==> src/rtl/bounded_deque_top_defines.svh <==
// ----------------------------------------------------------------------------
// bounded deque assertion macros
// shared concurrent assertion forms, clocked on clk and held off in reset
// ----------------------------------------------------------------------------
`ifndef BOUNDED_DEQUE_TOP_DEFINES_SVH
`define BOUNDED_DEQUE_TOP_DEFINES_SVH

// same-cycle implication
`define BDQ_ASSERT_NOW(lbl, ante, cons, msg) \
  lbl: assert property (@(posedge clk) disable iff (!rst_n) (ante) |-> (cons)) \
    else $error(msg);

// next-cycle implication
`define BDQ_ASSERT_NEXT(lbl, ante, cons, msg) \
  lbl: assert property (@(posedge clk) disable iff (!rst_n) (ante) |=> (cons)) \
    else $error(msg);

`endif

==> src/rtl/bdq_pkg.sv <==
// ----------------------------------------------------------------------------
// bounded deque package
// request opcodes and result status codes
// ----------------------------------------------------------------------------
package bdq_pkg;

  typedef enum logic [1:0] {
    OP_PUSH_FRONT = 2'd0,
    OP_PUSH_BACK  = 2'd1,
    OP_POP_FRONT  = 2'd2,
    OP_POP_BACK   = 2'd3
  } bdq_op_t;

  typedef enum logic [1:0] {
    STAT_OK    = 2'd0,
    STAT_EMPTY = 2'd1,
    STAT_FULL  = 2'd2
  } bdq_status_t;

endpackage

==> src/rtl/bdq_ring_mem.sv <==
// ----------------------------------------------------------------------------
// bounded deque ring memory
// one write port, one read port with registered read data
// ----------------------------------------------------------------------------
module bdq_ring_mem #(
  parameter int DEPTH      = 16,
  parameter int DATA_WIDTH = 32
) (
  input  logic                          clk,
  input  logic                          we,
  input  logic [$clog2(DEPTH)-1:0]      waddr,
  input  logic signed [DATA_WIDTH-1:0]  wdata,
  input  logic                          re,
  input  logic [$clog2(DEPTH)-1:0]      raddr,
  output logic signed [DATA_WIDTH-1:0]  rdata
);

  logic signed [DATA_WIDTH-1:0] mem [DEPTH];
  logic signed [DATA_WIDTH-1:0] rdata_r;

  always_ff @(posedge clk) begin
    if (we) begin
      mem[waddr] <= wdata;
    end
  end

  always_ff @(posedge clk) begin
    if (re) begin
      rdata_r <= mem[raddr];
    end
  end

  assign rdata = rdata_r;

endmodule

==> src/rtl/bdq_ctrl.sv <==
// ----------------------------------------------------------------------------
// bounded deque controller
// pointers, count, cached end values and result registers
// ----------------------------------------------------------------------------
`include "bounded_deque_top_defines.svh"

module bdq_ctrl
  import bdq_pkg::*;
#(
  parameter int DEPTH      = 16,
  parameter int DATA_WIDTH = 32
) (
  input  logic                             clk,
  input  logic                             rst_n,
  input  logic                             start,
  output logic                             busy,
  input  logic [1:0]                       in_op,
  input  logic signed [DATA_WIDTH-1:0]     in_value,
  output logic                             out_valid,
  output logic signed [DATA_WIDTH-1:0]     out_popped,
  output bdq_status_t                      out_status,
  output logic [$clog2(DEPTH+1)-1:0]       out_occupancy,
  output logic                             out_is_empty,
  output logic signed [DATA_WIDTH-1:0]     out_front_value,
  output logic signed [DATA_WIDTH-1:0]     out_back_value,
  output logic                             mem_we,
  output logic [$clog2(DEPTH)-1:0]         mem_waddr,
  output logic signed [DATA_WIDTH-1:0]     mem_wdata,
  output logic                             mem_re,
  output logic [$clog2(DEPTH)-1:0]         mem_raddr,
  input  logic signed [DATA_WIDTH-1:0]     mem_rdata
);

  localparam int PW = $clog2(DEPTH);
  localparam int CW = $clog2(DEPTH + 1);
  localparam logic [PW-1:0] PTR_LAST  = PW'(DEPTH - 1);
  localparam logic [CW-1:0] CNT_FULL  = CW'(DEPTH);
  localparam logic [CW-1:0] CNT_ONE   = CW'(1);

  typedef enum logic {
    ST_IDLE,
    ST_FETCH
  } state_t;

  state_t                  state_r, state_nxt;
  logic [PW-1:0]           head_r, head_nxt;
  logic [PW-1:0]           tail_r, tail_nxt;
  logic [CW-1:0]           count_r, count_nxt;
  logic signed [DATA_WIDTH-1:0] front_r, front_nxt;
  logic signed [DATA_WIDTH-1:0] back_r, back_nxt;
  logic                    fetch_front_r, fetch_front_nxt;
  logic                    out_valid_r, out_valid_nxt;
  logic signed [DATA_WIDTH-1:0] out_popped_r, out_popped_nxt;
  bdq_status_t             out_status_r, out_status_nxt;
  logic [CW-1:0]           out_occ_r, out_occ_nxt;
  logic signed [DATA_WIDTH-1:0] out_front_r, out_front_nxt;
  logic signed [DATA_WIDTH-1:0] out_back_r, out_back_nxt;
  logic                    accept;

  function automatic logic [PW-1:0] ptr_inc(input logic [PW-1:0] p);
    return (p == PTR_LAST) ? '0 : p + PW'(1);
  endfunction

  function automatic logic [PW-1:0] ptr_dec(input logic [PW-1:0] p);
    return (p == '0) ? PTR_LAST : p - PW'(1);
  endfunction

  assign busy   = (state_r == ST_FETCH);
  assign accept = start && !busy;

  always_comb begin
    state_nxt       = state_r;
    head_nxt        = head_r;
    tail_nxt        = tail_r;
    count_nxt       = count_r;
    front_nxt       = front_r;
    back_nxt        = back_r;
    fetch_front_nxt = fetch_front_r;
    out_valid_nxt   = 1'b0;
    out_popped_nxt  = out_popped_r;
    out_status_nxt  = out_status_r;
    out_occ_nxt     = out_occ_r;
    out_front_nxt   = out_front_r;
    out_back_nxt    = out_back_r;
    mem_we          = 1'b0;
    mem_waddr       = head_r;
    mem_wdata       = in_value;
    mem_re          = 1'b0;
    mem_raddr       = head_r;

    unique case (state_r)
      ST_IDLE: begin
        if (accept) begin
          out_popped_nxt = '0;
          out_status_nxt = STAT_OK;
          out_valid_nxt  = 1'b1;
          unique case (bdq_op_t'(in_op))
            OP_PUSH_FRONT: begin
              if (count_r == CNT_FULL) begin
                out_status_nxt = STAT_FULL;
              end else begin
                head_nxt  = ptr_dec(head_r);
                mem_we    = 1'b1;
                mem_waddr = ptr_dec(head_r);
                front_nxt = in_value;
                if (count_r == '0) begin
                  back_nxt = in_value;
                end
                count_nxt = count_r + CNT_ONE;
              end
            end
            OP_PUSH_BACK: begin
              if (count_r == CNT_FULL) begin
                out_status_nxt = STAT_FULL;
              end else begin
                tail_nxt  = ptr_inc(tail_r);
                mem_we    = 1'b1;
                mem_waddr = ptr_inc(tail_r);
                back_nxt  = in_value;
                if (count_r == '0) begin
                  front_nxt = in_value;
                end
                count_nxt = count_r + CNT_ONE;
              end
            end
            OP_POP_FRONT: begin
              if (count_r == '0) begin
                out_status_nxt = STAT_EMPTY;
              end else begin
                out_popped_nxt = front_r;
                head_nxt       = ptr_inc(head_r);
                count_nxt      = count_r - CNT_ONE;
                if (count_r > CNT_ONE) begin
                  mem_re          = 1'b1;
                  mem_raddr       = ptr_inc(head_r);
                  fetch_front_nxt = 1'b1;
                  out_valid_nxt   = 1'b0;
                  state_nxt       = ST_FETCH;
                end
              end
            end
            OP_POP_BACK: begin
              if (count_r == '0) begin
                out_status_nxt = STAT_EMPTY;
              end else begin
                out_popped_nxt = back_r;
                tail_nxt       = ptr_dec(tail_r);
                count_nxt      = count_r - CNT_ONE;
                if (count_r > CNT_ONE) begin
                  mem_re          = 1'b1;
                  mem_raddr       = ptr_dec(tail_r);
                  fetch_front_nxt = 1'b0;
                  out_valid_nxt   = 1'b0;
                  state_nxt       = ST_FETCH;
                end
              end
            end
          endcase
          out_occ_nxt   = count_nxt;
          out_front_nxt = (count_nxt == '0) ? '0 : front_nxt;
          out_back_nxt  = (count_nxt == '0) ? '0 : back_nxt;
        end
      end
      ST_FETCH: begin
        // new end value arrives from the ring memory
        if (fetch_front_r) begin
          front_nxt = mem_rdata;
        end else begin
          back_nxt = mem_rdata;
        end
        out_front_nxt = front_nxt;
        out_back_nxt  = back_nxt;
        out_valid_nxt = 1'b1;
        state_nxt     = ST_IDLE;
      end
    endcase
  end

  always_ff @(posedge clk) begin
    if (!rst_n) begin
      state_r     <= ST_IDLE;
      head_r      <= '0;
      tail_r      <= PTR_LAST;
      count_r     <= '0;
      out_valid_r <= 1'b0;
    end else begin
      state_r     <= state_nxt;
      head_r      <= head_nxt;
      tail_r      <= tail_nxt;
      count_r     <= count_nxt;
      out_valid_r <= out_valid_nxt;
    end
    front_r       <= front_nxt;
    back_r        <= back_nxt;
    fetch_front_r <= fetch_front_nxt;
    out_popped_r  <= out_popped_nxt;
    out_status_r  <= out_status_nxt;
    out_occ_r     <= out_occ_nxt;
    out_front_r   <= out_front_nxt;
    out_back_r    <= out_back_nxt;
  end

  assign out_valid       = out_valid_r;
  assign out_popped      = out_popped_r;
  assign out_status      = out_status_r;
  assign out_occupancy   = out_occ_r;
  assign out_is_empty    = (out_occ_r == '0);
  assign out_front_value = out_front_r;
  assign out_back_value  = out_back_r;

  `BDQ_ASSERT_NEXT(a_fetch_one_cycle, state_r == ST_FETCH,
                   out_valid_r && state_r == ST_IDLE, "fetch did not complete in one cycle")
  `BDQ_ASSERT_NEXT(a_request_answered, accept,
                   out_valid_r || state_r == ST_FETCH, "request produced no result path")
  `BDQ_ASSERT_NOW(a_empty_ptrs, count_r == '0,
                  tail_r == ptr_dec(head_r), "empty queue pointers out of step")
  `BDQ_ASSERT_NOW(a_fetch_nonempty, state_r == ST_FETCH,
                  count_r != '0, "fetch pending on empty queue")

endmodule

==> src/rtl/bounded_deque_top.sv <==
// result strobe the cycle after a push, a rejected request or a pop that empties the queue
// for a pop that leaves elements, one ring memory read fetches the new end value while
// busy is high in the fetch state, and the result strobe is then registered from that state
// one request per cycle while busy is low; busy holds off requests during such a fetch
// synchronous reset zeroes head, count, state and strobe and sets tail to DEPTH-1; memory contents are kept
// results cannot be stalled by the receiver
// ----------------------------------------------------------------------------
// bounded deque top level
// double-ended queue held in a ring memory with head and tail pointers
// ----------------------------------------------------------------------------
module bounded_deque_top
  import bdq_pkg::*;
#(
  parameter int DEPTH      = 16,
  parameter int DATA_WIDTH = 32
) (
  input  logic                             clk,
  input  logic                             rst_n,
  input  logic                             start,
  output logic                             busy,
  input  logic [1:0]                       in_op,
  input  logic signed [DATA_WIDTH-1:0]     in_value,
  output logic                             out_valid,
  output logic signed [DATA_WIDTH-1:0]     out_popped,
  output bdq_status_t                      out_status,
  output logic [$clog2(DEPTH+1)-1:0]       out_occupancy,
  output logic                             out_is_empty,
  output logic signed [DATA_WIDTH-1:0]     out_front_value,
  output logic signed [DATA_WIDTH-1:0]     out_back_value
);

  localparam int PW = $clog2(DEPTH);

  logic                         mem_we;
  logic [PW-1:0]                mem_waddr;
  logic signed [DATA_WIDTH-1:0] mem_wdata;
  logic                         mem_re;
  logic [PW-1:0]                mem_raddr;
  logic signed [DATA_WIDTH-1:0] mem_rdata;

  bdq_ctrl #(
    .DEPTH      (DEPTH),
    .DATA_WIDTH (DATA_WIDTH)
  ) u_ctrl (
    .clk             (clk),
    .rst_n           (rst_n),
    .start           (start),
    .busy            (busy),
    .in_op           (in_op),
    .in_value        (in_value),
    .out_valid       (out_valid),
    .out_popped      (out_popped),
    .out_status      (out_status),
    .out_occupancy   (out_occupancy),
    .out_is_empty    (out_is_empty),
    .out_front_value (out_front_value),
    .out_back_value  (out_back_value),
    .mem_we          (mem_we),
    .mem_waddr       (mem_waddr),
    .mem_wdata       (mem_wdata),
    .mem_re          (mem_re),
    .mem_raddr       (mem_raddr),
    .mem_rdata       (mem_rdata)
  );

  bdq_ring_mem #(
    .DEPTH      (DEPTH),
    .DATA_WIDTH (DATA_WIDTH)
  ) u_mem (
    .clk   (clk),
    .we    (mem_we),
    .waddr (mem_waddr),
    .wdata (mem_wdata),
    .re    (mem_re),
    .raddr (mem_raddr),
    .rdata (mem_rdata)
  );

endmodule
==> config.mk <==
export PLATFORM = sky130hd
export DESIGN_NAME = bounded_deque_top
export DESIGN_NICKNAME = d
export VERILOG_FILES = /design/src/rtl/bdq_pkg.sv /design/src/rtl/bdq_ring_mem.sv /design/src/rtl/bdq_ctrl.sv /design/src/rtl/bounded_deque_top.sv
export VERILOG_INCLUDE_DIRS = /design/src /design/src/rtl
export SDC_FILE = /design/constraint.sdc
export NUM_CORES = 1
export LEC_CHECK = 0
export BUFFER_PORTS_ARGS = -buffer_cell sky130_fd_sc_hd__buf_2
export CAP_MARGIN = 40
export CORE_MARGIN = 2
export CORE_UTILIZATION = 40
export DETAILED_ROUTE_END_ITERATION = 8
export RECOVER_POWER = 50
export SLEW_MARGIN = 20
export SYNTH_ARGS = -nofsm -noshare
export SYNTH_HDL_FRONTEND = slang
export SYNTH_SLANG_ARGS = --single-unit
==> constraint.sdc <==
create_clock -name clk -period 6.45 [get_ports clk]
set_input_delay 1.29 -clock clk [delete_from_list [all_inputs] [get_ports clk]]
set_output_delay 1.29 -clock clk [all_outputs]
set_load 0.005 [all_outputs]
## Word level (Yosys, flattened, before mapping)

Memories as Yosys holds them, arrays and structs flattened. A register that Yosys moved wholly into a read port is not among the register bits.
Index checks and enable logic that the tools add are counted.

- Flip-flop bits (word level): 183
- Bits in writable memories: 512
- Input port bits: 37
- Output and inout bits: 106
- Logic and storage cells: 125
- Memories kept: 1

- $add $sub $neg: 6
- Order comparisons: 1
- Eq/ne operators: 12
- Multiplexer cells: 74
- Bitwise operators: 1
- Reductions and logical operators: 17

Memory list:

| name | words | width | read ports | clocked after memory_dff | wr ports | line | RTL |
|---|---|---|---|---|---|---|---|
| u_mem.mem | 16 | 32 | 1 | 1 | 1 | bdq_ring_mem.sv:18 | `logic signed [DATA_WIDTH-1:0] mem [DEPTH];` |

Operators with widths:

| cell | count |
|---|---|
| $mux W32 | 16 |
| $pmux W32 S2 | 7 |
| $mux W4 | 17 |
| $pmux W4 S2 | 4 |
| $mux W1 | 20 |
| $mux W5 | 4 |
| $logic_not A5 Y1 | 3 |
| $pmux W5 S2 | 1 |
| $add A4 B1 Y4 const B | 2 |
| $eq A4 B4 Y1 const B | 2 |
| $logic_not A4 Y1 | 2 |
| $sub A4 B1 Y4 const B | 2 |
| $reduce_and A7 Y1 | 1 |
| $ne A2 B1 Y1 const B | 3 |
| $ne A2 B2 Y1 const B | 3 |
| $pmux W1 S2 | 3 |
| $reduce_bool A2 Y1 | 3 |
| $add A5 B1 Y5 const B | 1 |
| $eq A5 B5 Y1 const B | 1 |
| $gt A5 B1 Y1 const B | 1 |
| $reduce_and A5 Y1 | 1 |
| $sub A5 B1 Y5 const B | 1 |
| $eq A2 B2 Y1 const B | 2 |
| $pmux W2 S2 | 1 |
| 9 further kinds | 10 |

## Depth between registers and ports, before layout

Gate-level depths: netlist of run 1.

- Depth after elaboration: 9
- Depth in mapped cells: 12
- Gate-level depth less buffers: 9

## Cells and area by module

A second synthesis of run 1 with hierarchy kept.

- Cell total of the unflattened synthesis: 1699
- Area, all modules: 30113.9 µm²

Modules (own cells, without submodules):

| module | instances | cells an instance | area an instance (µm²) | seq. area each (µm²) |
|---|---|---|---|---|
| bdq_ring_mem | 1 | 838 | 20155.6 | 16335.7 |
| bdq_ctrl | 1 | 861 | 9958.3 | 5345.1 |

## Worst setup path before layout of run 1

OpenSTA, ideal clock, no wires.

- Kind: in2reg
- From: in in_op[1]
- To: mem u_mem.mem[0][0], enable pin
- Setup time: 0.421 ns
- Arrival: 4.075 ns
- Required time: 6.029 ns
- Slack: 1.954 ns
- Stages on the path: 8
- Buffers on the path: 3
- Cell sequence: buf_2 -> buf_2 -> buf_1 -> or3_1 -> a21oi_1 -> a21oi_1 -> or2_2 -> nor2_1

- Longest elaborated chain between the ends: 7
- Elaborated cells between the ends (all ways): 11
- Those cells by class: eq/ne: 1; mux: 8; reduce/logical: 2

RTL lines:

| what | line | RTL |
|---|---|---|
| start: declaration | bounded_deque_top.sv:21 | `input logic [1:0] in_op,` |
| $eq A2 B1 Y1 / $logic_not A2 Y1 (equally long branches) | bdq_ctrl.sv:97 | `unique case (bdq_op_t'(in_op))` |
| $reduce_or A2 Y1 (no line) | -- |  |
| $mux W1 | -- |  |
| $mux W1 | bdq_ctrl.sv:93 | `if (accept) begin` |
| $mux W1 | bdq_ctrl.sv:91 | `unique case (state_r)` |
| $mux W1 | bdq_ring_mem.sv:22 | `if (we) begin` |
| $mux W1 (implied by the code) | bdq_ring_mem.sv:23 | `mem[waddr] <= wdata;` |
| end: declaration | bdq_ring_mem.sv:18 |  |

Parallel ways exist; a longest one is shown, timed or not.

## Worst setup path after layout of run 1

- From: reg u_ctrl.state_r, in the netlist u_ctrl.busy
- To: reg u_ctrl.back_r[19], enable pin

- Longest elaborated chain between the ends: 3
- Elaborated cells between the ends (all ways): 4
- Those cells by class: eq/ne: 1; bitwise: 1; reduce/logical: 2

RTL lines:

| what | line | RTL |
|---|---|---|
| start: declaration | bdq_ctrl.sv:45 | `state_t state_r, state_nxt;` |
| start signal: assignment | bdq_ctrl.sv:187 | `state_r <= state_nxt;` |
| $logic_not A1 Y1 | bdq_ctrl.sv:69 | `assign accept = start && !busy;` |
| $logic_and A1 B1 Y1 | bdq_ctrl.sv:69 |  |
| $ne A2 B1 Y1 (no line) * | -- |  |
| end signal: assignment | bdq_ctrl.sv:194 | `back_r <= back_nxt;` |
| end: declaration | bdq_ctrl.sv:50 | `logic signed [DATA_WIDTH-1:0] back_r, back_nxt;` |

Every way passes the cells marked *; elsewhere a longest branch is shown, timed or not.
A chain may end at the register's enable or synchronous reset.

==> metrics.yaml, run 1 <==
synthCells: 1845
final_area_um2: 34600
finalHoldViolations: 0
worst_slew_pin_slew_ps: 3140
dieArea_um2: 78000
io_pins: 143
cts_root_buffer: "clkbuf_16"
cts_max_level: 3
yosysUniqueCellTypes: 63
initial_core_util_pct: 40.6
slew_viol_final: 86
syn_area_um2: 30300
cp_slowest_stage_delay_ps: 2340
place_inst: 2882
grt_max_degree: 129
fmax_mhz: 198
cts-buffers-inserted: 72
seq_area_frac_synth_pct: 71.5
clk_path_buf_depth: 3
clkSlewWorstSetupHoldPaths_ps: 60
vias_per_cell: 5.80
relSlewSlack_pct: -109
synth_edf_count: 712
synth_top_cell_by_area: "edfxtp_1"
critPathMaxFanout: 45
die_h_um: 279
cp-end-kind: "register"
core_region_area_um2: 74700
place_hpwl_um: 46000
vias: 17500
power.switching_uw: 3060
syn_to_final_growth_pct: 14.0
final_common_cell: "edfxtp_1"
dr.pass1.iters: 6
ir_drop_v: 0.000149
clock_latency_ps: 620
layout_common_cells: "edfxtp_1 (712), nand2_1 (176), nand3_1 (140)"
synthArstFlopShare_pct: 0
cts_tree: "built"
worstRegToRegCells: 2
p_leak_uw: 0.0116
slowest_stage: "or2_0"
antenna_found_initial: 5
period_needed_ps: 5050
place_congestion: 0.798
pwr-share-seq_pct: 49.6
postSynthAreaPerCell_um2: 16.4
ant_nets: 0
status: "complete, but fails checks"
hp-class: "register to register"
setup_viol: 0
period_share_pct: 78.3
drt_iter0_drc: 1924
grt_pass1_vias: 17500
yosysWarnings: 0
syn-num-nets: 1890
synth_top_area_share_pct: 70.5
dpl_cell_area_um2: 32400
stdcell_count: 3020
fp-row-count: 100
cap_violations: 2
fin_tns_setup_ps: 0
ctsResizeCount: 0
combPwrFrac_pct: 16.2
routedWlPerCell_um: 25.6
whs_path_depth: 2
sw_frac_of_total_pct: 26.2
final_nets: 2038
power_density_nw_per_um2: 337
drive_above_1_share_pct: 20.1
critPathKind: "register to register"
post_cts_buffers: 0
clock-sinks: 727
path_cells: "or2_0 -> buf_4"
fin_skew_ps: 22.1
io_buffers: 142
startpoint_type: "register"
drc_errors: 0
ctsHoldBuffers: 0
rsz0062_at_grt: "false"
grt_pass1_wl_um: 114000
cp.required_ps: 6690
clkPwrFrac_pct: 34.2
worstPathArrival_ps: 5300
synth_ff_type: "edfxtp_1"
grt_overflow: 0
synthTopCellsByArea: "edfxtp_1 (71%), mux4_2 (9.5%), nand3_1 (2.3%), nand2_1 (2.2%), mux2i_1 (1.8%)"
die_x_um: 279
violations: "max-capacitance violations, max-slew violations"
grt_util_all_layers_pct: 19.7
ys_ff_latch: 727
p_int_uw: 8600
wirelength_um: 77300
[flip-flops by register name (all words and copies together) (netlist names)]
signal	cells
u_ctrl.out_popped	32
u_mem.mem	512
u_ctrl.back_r	32
u_ctrl.out_occupancy	5
u_ctrl.out_back_value	32
u_ctrl.count_r	5
u_ctrl.tail_r	4
u_ctrl.front_r	32
u_ctrl.out_front_value	32
u_ctrl.out_status	2
u_ctrl.busy	1
u_mem.rdata	32
u_ctrl.head_r	4
u_ctrl.fetch_front_r	1
u_ctrl.out_valid	1
[per-layer routing]
metal	wire length [um]	track usage, %	vias up
met5	23	0	-
met4	1580	5.68	4
met3	5840	3.09	96
met2	36600	31.5	715
met1	33300	28.1	9039
li1	-	-	7661
[power groups by stage]
| stage | logic [uW] | registers [uW] | clock network, uW |
|---|---|---|---|
| 2_1_floorplan | 1270 | 5820 | 0 |
| 3_3_place_gp | 1840 | 5850 | 0 |
| 3_5_place_dp | 1900 | 5870 | 0 |
| 4_1_cts | 1910 | 5770 | 4070 |
| 5_1_grt | 2060 | 5810 | 4240 |
| 6_report | 1890 | 5780 | 3980 |
[worst paths after layout]
| check | startpoint | to | slack (ps) |
|---|---|---|---|
| worst max register to register | u_ctrl.busy | u_ctrl.back_r[19] | 1400 |
| worst min register to register | u_ctrl.count_r[1] | u_ctrl.count_r[1] | 580 |
| worst min-delay path | u_ctrl.count_r[1] | u_ctrl.count_r[1] | 580 |
| worst max-delay path | u_ctrl.busy | u_ctrl.back_r[19] | 1400 |
[logic make-up after synthesis]
| group | Yosys count | synth area share, % |
|---|---|---|
| AOI/OAI and AO/OA | 247 | 5.42 |
| xor gates and xnor gates | 7 | 0.202 |
| adders and majority gates | 8 | 0.330 |
| buffers and inverters | 146 | 2.34 |
| DFF | 727 | 71.5 |
| muxes | 224 | 12.8 |
| and+or+nand+nor | 486 | 7.36 |
[critical path: cells and delay by family (launching register included)]
kind                   cells  cell delay [ps]
AND/OR/NAND/NOR            1             2340
buffers and inverters      1              800
flip-flops                 1             1430
[final cells by class]
cell class | instances | area (um^2)
inverters | 19 | 72.6
clock buffers | 87 | 1920
diodes | 3 | 7.51
flip-flops and latches | 727 | 21700
multi-input cells | 972 | 8070
repair buffers | 201 | 1310
fillers | 6316 | 40100
clock inverters | 42 | 285
well taps | 969 | 1210
[stage by stage]
step           setup slack [ps]  power, uW  hold slack, ps  util [%]
6_report                   1400      11700             585      46.3
5_1_grt                    1080      12100             617      46.3
4_1_cts                    2110      11700             576      46.3
3_5_place_dp               1880       7770             567      43.3
3_3_place_gp               1600       7690             545      43.0
2_1_floorplan              1950       7080             495         -
[synthesized netlist by cell type (all sizes together), types with 4 or more instances]
cell type,count
a21boi,13
a21oi,74
a221o,5
a22o,32
a22oi,6
a31oi,7
and2,12
and3,4
buf,56
clkbuf,71
dfxtp,15
edfxtp,712
ha,8
inv,17
mux2,40
mux2i,56
mux4,128
nand2,176
nand2b,5
nand3,140
nand4,33
nor2,88
nor3,9
o211ai,4
o21ai,25
o221ai,6
o22ai,51
xnor2,7
No activity file was read; power rests on OpenSTA's default activity.
==> inputs of run 2 (changes only) <==
clock period = 4.16 ns   (was 6.45 ns; I/O delays follow)
==> metrics.yaml, run 2 (synthesized netlist as in run 1, its figures left out) <==
dieArea_um2: 78000
ctsResizeCount: 0
fin_skew_ps: 19.2
grt_util_all_layers_pct: 19.6
power.switching_uw: 4740
cts-buffers-inserted: 74
stdcell_count: 3038
syn_to_final_growth_pct: 15.1
whs_ps: 483
final_common_cell: "edfxtp_1"
cts_tree: "built"
use_met3_pct: 3.09
clkSlewWorstSetupHoldPaths_ps: 60
final_util_pct: 46.7
ctsHoldBuffers: 0
layout_common_cells: "edfxtp_1 (712), nand2_1 (176), nand3_1 (140)"
combPwrFrac_pct: 16.0
ant_nets: 0
grt.busiest_layer: "met2"
drc_errors: 0
worstPathArrival_ps: 3920
relSlewSlack_pct: 19.0
largest_reg_flops: 512
die_h_um: 279
pwr-share-seq_pct: 48.6
critPathKind: "register to register"
period_needed_ps: 3560
status: "completed"
sw_frac_of_total_pct: 25.7
setup_viol: 0
regMostFlops: "u_mem.mem"
drive_above_1_share_pct: 20.8
final_nets: 2053
hp-class: "primary input to register"
critPathMaxFanout: 26
grt_use_met2_pct: 31.6
cp.required_ps: 4510
initial_core_util_pct: 40.6
drt_iter0_drc: 1664
p_leak_uw: 0.0118
grt_pass1_wl_um: 114000
p_int_uw: 13700
vias: 17600
cap_violations: 0
post_cts_buffers: 0
fp-row-count: 100
power_density_nw_per_um2: 528
final_area_um2: 34900
place_congestion: 0.847
period_share_pct: 85.7
grt_use_met1_pct: 27.4
clock_latency_ps: 620
finalHoldViolations: 0
antenna_found_initial: 5
fmax_mhz: 281
cts_max_level: 3
io_pins: 143
io_buffers: 142
min_from: "rst_n"
place_hpwl_um: 45000
ir_drop_v: 0.000265
slowest_stage: "dfxtp_1"
clkPwrFrac_pct: 35.4
startpoint_type: "register"
cts_root_buffer: "clkbuf_16"
wirelength_um: 76400
vias_per_cell: 5.79
core_region_area_um2: 74700
clock-sinks: 727
dpl_cell_area_um2: 32600
place_inst: 2899
r2r_start: "u_ctrl.count_r[0]"
cp-end-kind: "register"
cp_slowest_stage_delay_ps: 550
slew_viol_final: 0
dr.pass1.iters: 8
rsz0062_at_grt: "false"
path_cells: "inv_1 -> ha_1 -> o31ai_1 -> clkbuf_1 -> and3_1 -> mux2i_4 -> buf_12 -> buf_4 -> mux4_2 -> nand3_1 -> nand4_1"
clk_path_buf_depth: 3
routedWlPerCell_um: 25.2
grt_overflow: 0
fin_tns_setup_ps: 0
worst_slew_pin_slew_ps: 1220
grt_max_degree: 85
grt_pass1_vias: 17700
critPathLaunch: "u_ctrl.count_r[0]"
die_x_um: 279
==> run 2: cell type report <==
class | count | area, um^2
sequential | 727 | 21700
clock inverter | 45 | 403
clock buffer | 88 | 1970
inverter | 19 | 72.6
tap | 969 | 1210
fill | 6342 | 39800
timing repair buffer | 214 | 1500
antenna | 4 | 10.0
multi-input combinational | 972 | 8060
==> run 2: worst paths after layout <==
check                      to  slack (ps)  cells past startpoint
max           u_mem.rdata[29]         600                     11
min          u_ctrl.tail_r[2]         480                      2
max reg2reg   u_mem.rdata[29]         600                     11
min reg2reg  u_ctrl.tail_r[1]         560                      2
==> run 2: critical path: cells and delay by family (launching register included) <==
family	cells	cell delay (ps)
adder cells (fa/ha/maj)	1	290
AO/OA/AOI/OAI	1	320
flip-flops	1	550
AND/OR/NAND/NOR	3	480
multiplexers	2	670
buffers and inverters	4	950
==> run 2: power by group through the flow <==
stage / sequential [uW] / combinational (uW) / clock [uW]
2_1_floorplan: 9020 / 1960 / 0
3_3_place_gp: 9080 / 2950 / 0
3_5_place_dp: 9100 / 3000 / 0
4_1_cts: 8950 / 3010 / 6650
5_1_grt: 9000 / 3220 / 6940
6_report: 8950 / 2950 / 6520
==> run 2: through the flow <==
stage,setup slack [ps],power [uW]
6_report,596,18400
5_1_grt,294,19200
4_1_cts,649,18600
3_5_place_dp,672,12100
3_3_place_gp,565,12000
2_1_floorplan,122,11000
==> run 2: metal layers <==
| metal | wire length, um | share of wire (%) |
|---|---|---|
| met1 | 33200 | 43 |
| met3 | 5080 | 6.6 |
| met5 | 13 | 0.017 |
| met4 | 2060 | 2.7 |
| met2 | 36100 | 47 |
==> inputs of run 3 (changes only) <==
ABC_AREA = 1   (was unset)
CAP_MARGIN = 5   (was 40)
==> metrics.yaml, run 3 <==
ctsResizeCount: 0
worst_slew_pin_slew_ps: 1940
cp-end-kind: "register"
fmax_mhz: 282
synth_top_cell_by_area: "edfxtp_1"
syn_to_final_growth_pct: 13.8
ant_nets: 0
finalPower_uw: 19300
p_leak_uw: 0.0157
post_cts_buffers: 0
grt_pass1_vias: 23700
fp-row-count: 107
antenna_found_initial: 2
power_density_nw_per_um2: 496
violations: "max-capacitance violations, max-slew violations"
ctsHoldBuffers: 0
synth_most_common_cell: "nand3_1"
largest_reg_flops: 512
ir_drop_v: 0.000289
place_congestion: 0.918
regMostFlops: "u_mem.mem"
yosysUniqueCellTypes: 41
period_needed_ps: 3550
syn_area_um2: 34200
die_x_um: 297
layout_common_cells: "nand3_1 (717), edfxtp_1 (712), nand2_1 (692)"
synth_edf_count: 712
dieArea_um2: 88000
status: "complete, but fails checks"
synthCells: 3456
io_buffers: 142
critPathMaxFanout: 21
setup_viol: 0
drive_above_1_share_pct: 8.06
critPathKind: "register to register"
grt_overflow: 0
final_nets: 3594
whs_path_depth: 2
synth_common_cells: "nand3_1 (715), edfxtp_1 (712), nand2_1 (696)"
grt_max_degree: 173
cts_max_level: 3
relSlewSlack_pct: -29.2
clk_path_buf_depth: 3
clkSlewWorstSetupHoldPaths_ps: 60
rsz0062_at_grt: "false"
grt_pass1_wl_um: 146000
drt_iter0_drc: 2690
ys_ff_latch: 727
vias: 25500
final_common_cell: "nand3_1"
synthTopCellsByArea: "edfxtp_1 (62%), nand3_1 (10%), nand2_1 (7.6%), inv_1 (5.3%), o21ai_0 (2.5%)"
drc_errors: 0
fin_skew_ps: 23.5
hp-class: "primary input to register"
die_h_um: 297
final_area_um2: 39000
cp.required_ps: 4440
worstRegToRegCells: 9
grt_util_all_layers_pct: 21.7
yosysWarnings: 0
postSynthAreaPerCell_um2: 9.91
slew_viol_final: 59
cts_root_buffer: "clkbuf_16"
syn-num-nets: 3501
place_hpwl_um: 56700
worstPathArrival_ps: 3820
wirelength_um: 96000
synth_ff_type: "edfxtp_1"
dr.pass1.iters: 6
io_pins: 143
finalHoldViolations: 0
startpoint_type: "register"
synth_top_area_share_pct: 62.4
core_region_area_um2: 85000
initial_core_util_pct: 40.3
synthArstFlopShare_pct: 0
clock-sinks: 727
routedWlPerCell_um: 20.2
dpl_cell_area_um2: 36600
cts-buffers-inserted: 77
fin_tns_setup_ps: 0
vias_per_cell: 5.35
period_share_pct: 85.3
cap_violations: 3
cts_tree: "built"
seq_area_frac_synth_pct: 63.3
clock_latency_ps: 640
run 3: changes by cell type after synthesis, moves of 71 or more:
cell	before	now
buf_2	26	97
inv_1	16	481
mux4_2	128	0
nand2_1	176	696
nand3_1	140	715
nand3b_1	0	96
o21ai_0	21	169
run 3: logic make-up after synthesis:
| kind of cell | after synthesis | share of synthesized area, % |
|---|---|---|
| buf+inv | 713 | 8.19 |
| simple gates | 1680 | 22.4 |
| flops | 727 | 63.3 |
| xor+xnor | 9 | 0.230 |
| compound gates | 319 | 5.52 |
| fa+ha+maj | 8 | 0.292 |
run 3: final timing paths:
kind / slack [ps] / endpoint / start
min reg2reg: 540 / u_ctrl.tail_r[1] / u_ctrl.tail_r[1]
min: 440 / u_ctrl.tail_r[1] / rst_n
max: 610 / u_mem.mem[8][10] / u_ctrl.busy
max reg2reg: 610 / u_mem.mem[8][10] / u_ctrl.busy
run 3: per-stage QoR:
step	hold slack [ps]	util, %	setup WS (ps)	std cells
after floorplan	494	-	310	3456
after global placement	527	43.0	728	4614
after detailed placement	532	43.0	690	4614
after CTS	416	46.0	873	4755
after global routing	449	45.8	406	4755
final	440	45.8	611	4756
run 3: layer usage:
metal  vias to the layer above  track usage (%)  routed length, um
met4                         0             5.88               1910
met3                       135             3.47               7800
met5                         -                0                  0
li1                      12000                -                  -
met1                     12200             30.5              41600
met2                      1131             35.1              44700
run 3: power breakdown:
part	internal (uW)	switching [uW]	leakage (uW)
registers	8590	219	0.00668
clock network	4130	2950	0.00125
logic	1030	2400	0.00772
run 3: final cells by class:
class | count | area, um^2
timing repair buffer | 237 | 1500
clock buffer | 95 | 2040
sequential | 727 | 21700
clock inverter | 46 | 544
multi-input combinational | 2016 | 9910
fill | 7975 | 46100
antenna | 1 | 2.50
tap | 1144 | 1430
inverter | 490 | 1850
run 3: worst max-delay path, stage by stage (launching register included):
cell and delay [ps]:
dfxtp_1 320, clkinv_2 80, nand2_1 260, inv_1 230, clkbuf_1 800, nand3_1 390, a21oi_1 260, nand2_1 270
nor2_4 160, buf_4 400
